--- config.mk ---
export PLATFORM = sky130hd
export DESIGN_NAME = bcs_controller
export DESIGN_NICKNAME = d
export VERILOG_FILES = /design/src/hw/rtl/bcs_pkg.sv /design/src/hw/rtl/bcs_controller.sv
export SDC_FILE = /design/constraint.sdc
export NUM_CORES = 1
export LEC_CHECK = 0
export ABC_AREA = 0
export BUFFER_PORTS_ARGS = -buffer_cell sky130_fd_sc_hd__buf_4
export CAP_MARGIN = 10
export CORE_ASPECT_RATIO = 0.9
export CORE_UTILIZATION = 50
export DETAILED_ROUTE_END_ITERATION = 8
export PLACE_DENSITY_LB_ADDON = 0.25
export SLEW_MARGIN = 20
export SYNTH_ARGS = -nofsm -noshare
export SYNTH_HDL_FRONTEND = slang
export SYNTH_SLANG_ARGS = --single-unit
export TNS_END_PERCENT = 1
--- constraint.sdc ---
create_clock -name clock -period 2.54 [get_ports clock]
set_clock_uncertainty 0.05 [all_clocks]
set_input_delay 0.508 -clock clock [delete_from_list [all_inputs] [get_ports clock]]
set_output_delay 0.508 -clock clock [all_outputs]
set_load 0.01 [all_outputs]
--- src/hw/rtl/bcs_pkg.sv ---
// ---------------------------------------------------------------------------
// Bounded circulation solver package
// Shared sizes, command and status codes, sequencer state codes and the
// command and status bundles between the controller and the datapath.
// ---------------------------------------------------------------------------
package bcs_pkg;

   localparam int NODE_W    = 6;
   localparam int MAX_NODES = 64;
   localparam int MAX_EDGES = 1024;
   localparam int EIDX_W    = 10;
   localparam int ECNT_W    = 11;
   localparam int CAP_W     = 16;
   localparam int RES_W     = 32;
   localparam int CELL_W    = 2 * NODE_W;
   localparam int CELLS     = MAX_NODES * MAX_NODES;
   localparam int STEP_W    = CELL_W;
   localparam int TOTAL_W   = NODE_W + 1;

   localparam logic [NODE_W-1:0] NODE_MIN    = NODE_W'(2);
   localparam logic [NODE_W-1:0] NODE_MAX    = NODE_W'(MAX_NODES - 2);
   localparam logic [RES_W-1:0]  BOTTLENECK_START = 32'h3f3f3f3f;

   localparam logic [1:0] FUNC_LOAD  = 2'd0;
   localparam logic [1:0] FUNC_SOLVE = 2'd1;
   localparam logic [1:0] FUNC_READ  = 2'd2;
   localparam logic [1:0] FUNC_CLEAR = 2'd3;

   localparam logic [1:0] STATUS_OK   = 2'd0;
   localparam logic [1:0] STATUS_BAD  = 2'd1;
   localparam logic [1:0] STATUS_FULL = 2'd2;

   localparam int ST_W = 6;
   localparam logic [ST_W-1:0] ST_IDLE    = 6'd0;
   localparam logic [ST_W-1:0] ST_LD_RD   = 6'd1;
   localparam logic [ST_W-1:0] ST_LD_CHK  = 6'd2;
   localparam logic [ST_W-1:0] ST_CLEAR   = 6'd3;
   localparam logic [ST_W-1:0] ST_RD_EDGE = 6'd4;
   localparam logic [ST_W-1:0] ST_RD_RES  = 6'd5;
   localparam logic [ST_W-1:0] ST_RD_FIN  = 6'd6;
   localparam logic [ST_W-1:0] ST_S_INIT  = 6'd7;
   localparam logic [ST_W-1:0] ST_S_CLR   = 6'd8;
   localparam logic [ST_W-1:0] ST_E_RD    = 6'd9;
   localparam logic [ST_W-1:0] ST_E_A     = 6'd10;
   localparam logic [ST_W-1:0] ST_E_B     = 6'd11;
   localparam logic [ST_W-1:0] ST_E_C     = 6'd12;
   localparam logic [ST_W-1:0] ST_E_D     = 6'd13;
   localparam logic [ST_W-1:0] ST_B_RD    = 6'd14;
   localparam logic [ST_W-1:0] ST_B_WR    = 6'd15;
   localparam logic [ST_W-1:0] ST_F_INIT  = 6'd16;
   localparam logic [ST_W-1:0] ST_F_POP   = 6'd17;
   localparam logic [ST_W-1:0] ST_F_X     = 6'd18;
   localparam logic [ST_W-1:0] ST_F_Y     = 6'd19;
   localparam logic [ST_W-1:0] ST_F_V     = 6'd20;
   localparam logic [ST_W-1:0] ST_A_INIT  = 6'd21;
   localparam logic [ST_W-1:0] ST_A_P     = 6'd22;
   localparam logic [ST_W-1:0] ST_A_R     = 6'd23;
   localparam logic [ST_W-1:0] ST_A_M     = 6'd24;
   localparam logic [ST_W-1:0] ST_U_INIT  = 6'd25;
   localparam logic [ST_W-1:0] ST_U_P     = 6'd26;
   localparam logic [ST_W-1:0] ST_U_R1    = 6'd27;
   localparam logic [ST_W-1:0] ST_U_W1    = 6'd28;
   localparam logic [ST_W-1:0] ST_U_R2    = 6'd29;
   localparam logic [ST_W-1:0] ST_U_W2    = 6'd30;
   localparam logic [ST_W-1:0] ST_C_RD1   = 6'd31;
   localparam logic [ST_W-1:0] ST_C_T1    = 6'd32;
   localparam logic [ST_W-1:0] ST_C_RD2   = 6'd33;
   localparam logic [ST_W-1:0] ST_C_T2    = 6'd34;
   localparam logic [ST_W-1:0] ST_SEND    = 6'd35;

   typedef struct packed {
      logic [ST_W-1:0] op;
      logic            ready;
   } cmd_type;

   typedef struct packed {
      logic rsp_free;
      logic clr_last;
      logic e_done;
      logic b_done;
      logic q_empty;
      logic x_is_snk;
      logic y_done;
      logic i_is_src;
      logic c_done;
   } stat_type;

   typedef struct packed {
      logic [NODE_W-1:0] from_node;
      logic [NODE_W-1:0] to_node;
      logic [CAP_W-1:0]  low_cap;
      logic [CAP_W-1:0]  high_cap;
   } edge_rec_type;

endpackage

--- src/hw/rtl/bcs_controller.sv ---
// ---------------------------------------------------------------------------
// Bounded circulation solver controller
// Sequences loads, reads, clears and the solve phases: matrix clear, edge
// build, super edges, breadth-first search, augmentation and final check.
// ---------------------------------------------------------------------------
module bcs_controller (
   input  logic              clock,
   input  logic              reset,
   input  logic              req_valid,
   input  logic [1:0]        req_func,
   input  bcs_pkg::stat_type stat,
   output bcs_pkg::cmd_type  cmd
);

   logic [bcs_pkg::ST_W-1:0] state_ff, state_in;

   always_comb begin
      state_in = state_ff;
      unique case (state_ff)
         bcs_pkg::ST_IDLE: begin
            if (req_valid) begin
               unique case (req_func)
                  bcs_pkg::FUNC_LOAD:  state_in = bcs_pkg::ST_LD_RD;
                  bcs_pkg::FUNC_SOLVE: state_in = bcs_pkg::ST_S_INIT;
                  bcs_pkg::FUNC_READ:  state_in = bcs_pkg::ST_RD_EDGE;
                  default:             state_in = bcs_pkg::ST_CLEAR;
               endcase
            end
         end
         bcs_pkg::ST_LD_RD:   state_in = bcs_pkg::ST_LD_CHK;
         bcs_pkg::ST_LD_CHK:  state_in = bcs_pkg::ST_SEND;
         bcs_pkg::ST_CLEAR:   state_in = bcs_pkg::ST_SEND;
         bcs_pkg::ST_RD_EDGE: state_in = bcs_pkg::ST_RD_RES;
         bcs_pkg::ST_RD_RES:  state_in = bcs_pkg::ST_RD_FIN;
         bcs_pkg::ST_RD_FIN:  state_in = bcs_pkg::ST_SEND;
         bcs_pkg::ST_S_INIT:  state_in = bcs_pkg::ST_S_CLR;
         bcs_pkg::ST_S_CLR:   state_in = stat.clr_last ? bcs_pkg::ST_E_RD : bcs_pkg::ST_S_CLR;
         bcs_pkg::ST_E_RD:    state_in = stat.e_done ? bcs_pkg::ST_B_RD : bcs_pkg::ST_E_A;
         bcs_pkg::ST_E_A:     state_in = bcs_pkg::ST_E_B;
         bcs_pkg::ST_E_B:     state_in = bcs_pkg::ST_E_C;
         bcs_pkg::ST_E_C:     state_in = bcs_pkg::ST_E_D;
         bcs_pkg::ST_E_D:     state_in = bcs_pkg::ST_E_RD;
         bcs_pkg::ST_B_RD:    state_in = stat.b_done ? bcs_pkg::ST_F_INIT : bcs_pkg::ST_B_WR;
         bcs_pkg::ST_B_WR:    state_in = bcs_pkg::ST_B_RD;
         bcs_pkg::ST_F_INIT:  state_in = bcs_pkg::ST_F_POP;
         bcs_pkg::ST_F_POP:   state_in = stat.q_empty ? bcs_pkg::ST_C_RD1 : bcs_pkg::ST_F_X;
         bcs_pkg::ST_F_X:     state_in = stat.x_is_snk ? bcs_pkg::ST_A_INIT : bcs_pkg::ST_F_Y;
         bcs_pkg::ST_F_Y:     state_in = stat.y_done ? bcs_pkg::ST_F_POP : bcs_pkg::ST_F_V;
         bcs_pkg::ST_F_V:     state_in = bcs_pkg::ST_F_Y;
         bcs_pkg::ST_A_INIT:  state_in = bcs_pkg::ST_A_P;
         bcs_pkg::ST_A_P:     state_in = stat.i_is_src ? bcs_pkg::ST_U_INIT : bcs_pkg::ST_A_R;
         bcs_pkg::ST_A_R:     state_in = bcs_pkg::ST_A_M;
         bcs_pkg::ST_A_M:     state_in = bcs_pkg::ST_A_P;
         bcs_pkg::ST_U_INIT:  state_in = bcs_pkg::ST_U_P;
         bcs_pkg::ST_U_P:     state_in = stat.i_is_src ? bcs_pkg::ST_F_INIT : bcs_pkg::ST_U_R1;
         bcs_pkg::ST_U_R1:    state_in = bcs_pkg::ST_U_W1;
         bcs_pkg::ST_U_W1:    state_in = bcs_pkg::ST_U_R2;
         bcs_pkg::ST_U_R2:    state_in = bcs_pkg::ST_U_W2;
         bcs_pkg::ST_U_W2:    state_in = bcs_pkg::ST_U_P;
         bcs_pkg::ST_C_RD1:   state_in = stat.c_done ? bcs_pkg::ST_SEND : bcs_pkg::ST_C_T1;
         bcs_pkg::ST_C_T1:    state_in = bcs_pkg::ST_C_RD2;
         bcs_pkg::ST_C_RD2:   state_in = bcs_pkg::ST_C_T2;
         bcs_pkg::ST_C_T2:    state_in = bcs_pkg::ST_C_RD1;
         bcs_pkg::ST_SEND:    state_in = stat.rsp_free ? bcs_pkg::ST_IDLE : bcs_pkg::ST_SEND;
         default:             state_in = bcs_pkg::ST_IDLE;
      endcase
   end

   always_ff @(posedge clock) begin
      if (reset) begin
         state_ff <= bcs_pkg::ST_IDLE;
      end else begin
         state_ff <= state_in;
      end
   end

   assign cmd.op    = state_ff;
   assign cmd.ready = (state_ff == bcs_pkg::ST_IDLE);

endmodule
Word-level counts from Yosys, hierarchy flattened
Cells that the tools add are included.
{"block": "classes", "mux": 13, "eq_ne": 38, "n_reduce_logical": 5}
{"op": "one-hot mux 6 bit (32 select lines)", "n": 1}
{"op": "== test 6 x 5 -> 1 bit (second input constant)", "n": 16}
{"op": "== test 6 x 4 -> 1 bit (second input constant)", "n": 8}
{"op": "== test 6 x 3 -> 1 bit (second input constant)", "n": 4}
{"op": "== test 6 bit (second input constant)", "n": 4}
{"op": "== test 6 x 2 -> 1 bit (second input constant)", "n": 2}
{"op": "2-to-1 mux 4 bit", "n": 3}
{"op": "2-to-1 mux 6 bit", "n": 2}
{"op": "2-to-1 mux 3 bit", "n": 3}
{"op": "one-hot mux 3 bit (3 select lines)", "n": 1}
{"op": "== test 6 x 1 -> 1 bit (second input constant)", "n": 1}
{"op": "zero test 6 bit", "n": 1}
{"op": "2-to-1 mux 5 bit", "n": 1}
{"op": "OR reduction 2 bit", "n": 2}
{"op": "OR reduction 3 bit", "n": 1}
{"op": "== test 2 x 1 -> 1 bit (second input constant)", "n": 1}
{"op": "== test 2 bit (second input constant)", "n": 1}
{"op": "zero test 2 bit", "n": 1}
{"op": "2-to-1 mux 2 bit", "n": 1}
{"op": "inequality test 2 bit (second input constant)", "n": 1}
{"op": "2-to-1 mux 1 bit", "n": 1}
{"block": "totals", "inputBits": 14, "regBits": 6}

Longest topological paths before layout
Gate-level depths: netlist of run 1.
{"block": "logic_depth", "ltp_word": 4, "ltp_mapped": 7, "mapped_depth_nobuf": 7}

Worst setup path after synthesis of run 1
Ideal clock, no wire load.
{"block": "synth_path", "path_kind": "reg2out", "startpoint": "register state_ff[3] in the netlist's numbering", "endpoint": "output cmd[0] in the netlist's numbering", "slack_ns": 1.068, "t_arrival_ns": 0.914, "n_path_buf": 1, "t_required_ns": 1.982, "stages_incl_launch_ff": 5, "cell_sequence": "dfxtp_1 -> buf_4 -> nor2_1 -> nand3_1 -> inv_1"}
{"item": "start: declaration", "line_no": "bcs_controller.sv:15", "text": "logic [bcs_pkg::ST_W-1:0] state_ff, state_in;"}
{"item": "start signal: assignment", "line_no": "bcs_controller.sv:71", "text": "state_ff <= bcs_pkg::ST_IDLE;"}
{"item": "start signal: assignment", "line_no": "bcs_controller.sv:73", "text": "state_ff <= state_in;"}
{"item": "end: declaration", "line_no": "bcs_controller.sv:12", "text": "output bcs_pkg::cmd_type cmd"}

==> metrics.txt, run 1 <==
Synth Area per Inst=6.80 sq um; Placer Congestion=0.962; worst-skew pair later-pin latency=0.26 ns; critical path's slowest cell=dfxtp_1; Period minus WS final=2.15 ns; P&R area growth vs syn=13.3%; Post-route DRC=0; DP Wirelength=1750 um; Clock Tree Buf Depth=2; Post-synth EDFFs=0; status=complete, no violations; Crit Reg-Reg Startpoint=state_ff[2]; CTS-repair resized insts=0; crit-path max FO=24; Diodes inserted=0; row count=14; Synth Register Bits=6; Slew Viols, Final=0; Worst Path Required=1.98 ns; Vias=1044; Yosys cell types=47; Final #Nets=around 170; Worst Setup SP=state_ff[2]; GRT Total Usage=0.270; slowest stage delay, CP=0.82 ns; TritonCTS clock tree=built; Largest regs=state_ff (6); clock slew at reported path FFs=0.06 ns; Max Clk Rate=465 MHz; crit share post-route=0.847; die area=0.00200 sq mm; DRT Pass-1 Iters=4; Buf/Inv on CP=2; hold_sp=stat[2]; Yosys warnings=0; first-pass GRT wire length=3910 um; Leak Pwr=0.410 nW; maximum vdd drop=695 uV; Antenna Nets Post-Route=0; CP Cell Sequence=nor2_2, nand3_1, inv_1, buf_4; core area=between 0.0015 and 0.002 sq mm; initial drt markers=59; Fin Setup TNS=0 ns; initial antenna violation count=0; drt wl/cell=14.1 um; Slew @ Worst Pin=0.764 ns; Largest Register=state_ff; crit path kind=flip-flop to output port; RSZ-0062 raised after global routing=false; hold buffer count at CTS=0; final setup vio count=0; Hold Vio Cnt, Final=0; H-tree levels=1; max-cap violation count=0; clk root buf=clkbuf_4; Vert. Die Dim=42.5 um; max FFs per register=6; Initial Util=0.542; vias in the first global route=843; largest net degree at the start of global routing=30; ys flop type=dfxtp_1; family with the most delay on the worst path=flip-flops; Slew headroom=0.490; Worst Hold Depth=3; hold_ws=0.606 ns; Seq/Total Area, Yosys=0.132; Yosys top cell area share=0.132; IO Port Bufs=20; Mapped Area=911 sq um; post-synth top area cell=dfxtp_1; Worst Setup End Kind=output port; grt ovf=0; Routed WL=2410 um; pwr dens=880 mW/mm^2; fraction of registers with async set/reset=0; Post-CTS Setup Inserts=0; cell depth of the worst flop-to-flop path=5; clock sink count=6; critical path arrival=1.59 ns; Critical Path Source Type=flip-flop; Min-Delay Path Class=input port to flip-flop; # IOs=21; top cells by area, synth=dfxtp_1, buf_6, nor2_1; Syn Inst Count=between 100 and 150; width of the die=roughly 47 um; CP Depth=4; syn_nets=151; CTS buffer count=3; share of cells above drive strength 1=0.204; post-DR vias/cell=roughly 6.1
[path summary, 6_finish.rpt]
kind | to | slack, ns
max | cmd[0] | 0.39
min | state_ff[0] | 0.61
max reg2reg | state_ff[1] | 0.60
min reg2reg | state_ff[3] | 0.69
[worst register-to-register path: cells and delay by family (launching register included)]
kind,cells,cell delay [ns]
compound gates,3,0.44
flops,1,0.82
simple gates,2,0.57
[synth_stat cells, types with 2 or more instances]
cell       number
nor2_1         16
buf_2           5
nand2_1         9
ha_1            3
nor2b_1         4
nor3b_1         2
a31oi_1         4
dfxtp_1         6
o2bb2ai_1       3
buf_6           6
nand3_1         8
o21ai_0         7
a21oi_1         9
o21a_1          3
nand2b_1        3
nor3_1          6
inv_1          10
[logic make-up after synthesis]
logic type               share of synthesized area
AND/OR/NAND/NOR                              0.341
AO/OA/AOI/OAI                                0.320
buffers and inverters                        0.155
flip-flops                                   0.132
adder cells (fa/ha/maj)                     0.0412
multiplexers                                0.0110
[power breakdown]
part / leakage, nW / total (mW) / switching (mW) / internal [mW]
Sequential: 0.0492 / 0.218 / 0.0949 / 0.123
Combinational: 0.347 / 0.593 / 0.337 / 0.256
Clock: 0.0138 / 0.0967 / 0.0427 / 0.0540
[cell type report]
type	count	area, sq um
repair buffers	23	173
multi-input cells	105	649
inverters	10	37.5
fillers	177	649
well taps	24	30.0
flip-flops and latches	6	120
clock buffers	3	22.5
[routing by layer]
metal  vias up  track usage  share of wire
met5         -            0              0
met4         0       0.0857          0.016
met3         6       0.0560          0.075
met2        59        0.381           0.47
met1       465        0.402           0.44
li1        514            -              -
[through the flow]
stage	instances	instance area [sq um]	util	total power, mW	setup WS, ns
detailed placement	168	1010	0.600	0.801	0.628
global placement	168	1010	0.600	0.800	0.645
finish	171	1030	0.614	0.908	0.388
floorplan	134	911	-	0.685	1.07
CTS	171	1030	0.614	0.900	0.414
global route	171	1030	0.614	0.983	0.289
[cells in the final DEF, fill, tap and decap left out, types with 2 or more instances in the layout]
cell,instances
nor2_1,16
inv_1,10
dfxtp_1,6
buf_4,23
nor3_1,6
o21ai_0,7
nor3b_1,2
nor2b_1,4
a31oi_1,4
o21a_1,3
nand2b_1,3
ha_1,3
clkbuf_4,3
nand2_1,9
o2bb2ai_1,3
nand3_1,8
a21oi_1,9
Power figures use the tool's default switching activity.
==> run 2: changes to the inputs <==
- CORE_UTILIZATION: 50 -> 48
- clock period: 2.54 -> 1.95 ns (I/O delays scaled with it)
==> run 2 against run 1 <==
Effect of this change:
- register-to-register slack lost 0.32 ns
- first-iteration DRC count increased by 8.5%
- die area increased by 4.0%
- critical path depth unchanged
==> metrics.txt, run 2 (synthesis gave the netlist of run 1 again) <==
status=complete, no violations (unchanged); GR Layer Usage met1=0.352 (was 0.402); initial drt markers=64 (was 59); Critical Path Source Type=flip-flop (unchanged); GRT busiest layer=met2 (was met1); CTS buffer count=3 (unchanged); switching share of power=0.506 (was 0.523); max FFs per register=6 (unchanged); Vert. Die Dim=43.3 um (was 42.5 um); Initial Util=0.525 (was 0.542); internal cell power=620 uW (was 433 uW); critical path's slowest cell=dfxtp_1 (unchanged); Slew Viols, Final=0 (unchanged); core area=0.00173 sq mm (was 0.00168 sq mm); H-tree levels=1 (unchanged); crit path kind=flip-flop to output port (unchanged); critical path arrival=1.34 ns (was 1.59 ns); Fin Setup TNS=0 ns (unchanged); filler instances=162 (was 177); Slew headroom=0.716 (was 0.490); Storage cell area=125 sq um (was 120 sq um); area of the multi-input gates=649 sq um (unchanged); most common cell after layout, fill and taps aside=buf_4 (unchanged); GRT Total Usage=0.255 (was 0.270); Vias=1061 (was 1044); Post-CTS Setup Inserts=0 (unchanged); Clock Tree Buf Depth=2 (unchanged); crit share post-route=0.914; Slew @ Worst Pin=0.419 ns (was 0.764 ns); Largest Register=state_ff (unchanged); slowest stage delay, CP=0.55 ns (was 0.82 ns); IO Port Bufs=20 (unchanged); final setup vio count=0 (unchanged); Antenna Nets Post-Route=0 (unchanged); Period minus WS final=1.78 ns; reg-to-reg setup timing slack=0.28 ns (was 0.60 ns); Routed WL=2410 um (about the same); initial antenna violation count=0 (unchanged); Worst Setup End Kind=output port (unchanged); row count=14 (unchanged); drt wl/cell=13.7 um (was 14.1 um); # IOs=21 (unchanged); Worst Hold Depth=3 (unchanged); switching power=635 uW (was 475 uW); Diodes inserted=0 (unchanged); clk root buf=clkbuf_4 (unchanged); register share of total power=0.251 (was 0.240); leading cell types in the layout, fill and taps excluded=buf_4, nor2_1, inv_1 (unchanged); Leak Pwr=0.441 nW (was 0.410 nW); Hold Vio Cnt, Final=0 (unchanged); Final #Nets=171 (was 166); worst-skew pair later-pin latency=0.26 ns (about the same); grt ovf=0 (unchanged); GR Util met3=0.0383 (was 0.0560); pwr dens=1150 mW/mm^2 (was 880 mW/mm^2); combinational share of power=0.651 (was 0.653); P&R area growth vs syn=19.4% (was 13.3%); Post-route DRC=0 (unchanged); Placer Congestion=0.959 (was 0.962); max-cap violation count=0 (unchanged); Worst Setup SP=state_ff[3] (was state_ff[2]); clock slew at reported path FFs=0.05 ns (was 0.06 ns); clock sink count=6 (unchanged); R2R Path End=state_ff[2] (was state_ff[1]); DRT Pass-1 Iters=4 (unchanged); post-DR vias/cell=6.03 (was 6.11); Min-Delay Path Class=input port to flip-flop (unchanged); largest net degree at the start of global routing=20 (was 30); Crit Reg-Reg Startpoint=state_ff[2] (unchanged); vias in the first global route=871 (was 843); DP Wirelength=1830 um (was 1750 um); Max Clk Rate=561 MHz; Worst Path Required=1.51 ns (was 1.98 ns); final instance area=0.00109 sq mm (was 0.00103 sq mm); TritonCTS clock tree=built (unchanged); Buf/Inv on CP=2 (unchanged); Hold Path Sink=state_ff[0] (unchanged); die area=0.00208 sq mm (was 0.00200 sq mm); first-pass GRT wire length=3780 um (was 3910 um); Cell Area, Placed=0.00106 sq mm (was 0.00101 sq mm); hold_sp=stat[2] (unchanged); routing usage on met2=0.395 (was 0.381); CP Cell Sequence=nor2_1, nand3_1, inv_1, buf_4 (was nor2_2, nand3_1, inv_1, buf_4); cell depth of the worst flop-to-flop path=6 (was 5); share of cells above drive strength 1=0.257 (was 0.204); Clock power frac=0.098 (was 0.106); Largest regs=state_ff (6) (unchanged); RSZ-0062 raised after global routing=false (unchanged); crit-path max FO=12 (was 24); maximum vdd drop=1120 uV (was 695 uV); family with the most delay on the worst path=flip-flops (unchanged); width of the die=47.9 um (was 47.0 um)
run 2: cell type report:
cell class / instances / area share
Timing Repair Buffer: 28 / 0.205
Multi-Input combinational cell: 105 / 0.597
Tap cell: 24 / 0.0276
Sequential cell: 6 / 0.115
Inverter: 10 / 0.0345
Clock buffer: 3 / 0.0207
run 2: power by group through the flow:
stage                     logic (mW)  clock network [mW]  registers, mW
final                          0.818               0.123          0.315
after global routing           0.898               0.130          0.328
after CTS                      0.807               0.121          0.302
after detailed placement       0.801                   0          0.306
after global placement         0.795                   0          0.303
after floorplan                0.680                   0          0.212
run 2: per-stage QoR:
step | power (mW) | hold slack (ns) | setup WS (ns) | util | cells
after floorplan | 0.892 | 0.569 | 0.510 | - | 134
after CTS | 1.23 | 0.446 | 0.0293 | 0.624 | 176
after global placement | 1.10 | 0.645 | 0.145 | 0.611 | 173
final | 1.26 | 0.434 | 0.168 | 0.627 | 176
after detailed placement | 1.11 | 0.632 | 0.155 | 0.611 | 173
after global routing | 1.36 | 0.476 | 0.0767 | 0.627 | 176
run 2: worst max path at each step:
stage / end / slack (ns) / cells past startpoint
after CTS: cmd[0] / 0.03 / 4
after global placement: state_ff[2] / 0.14 / 6
after global routing: cmd[0] / 0.08 / 4
after floorplan: state_ff[3] / 0.51 / 6
after detailed placement: state_ff[1] / 0.16 / 5
final: cmd[0] / 0.17 / 4
run 2: layer usage:
| metal | up-vias | part of all wire |
|---|---|---|
| met3 | 4 | 0.071 |
| met2 | 61 | 0.45 |
| li1 | 522 | - |
| met4 | 0 | 0.018 |
| met5 | - | 0 |
| met1 | 474 | 0.46 |
run 2: repair_timing:
| item | 4_1_cts | 5_1_grt |
|---|---|---|
| hold buffers | 0 | 0 |
| setup endpoints to repair | 0 | 2 |
| resized for setup | 0 | 4 |
run 2: worst min-delay path, stage by stage:
cell and delay, ns:
buf_4 0.08, a21oi_1 0.06, a41oi_1 0.16
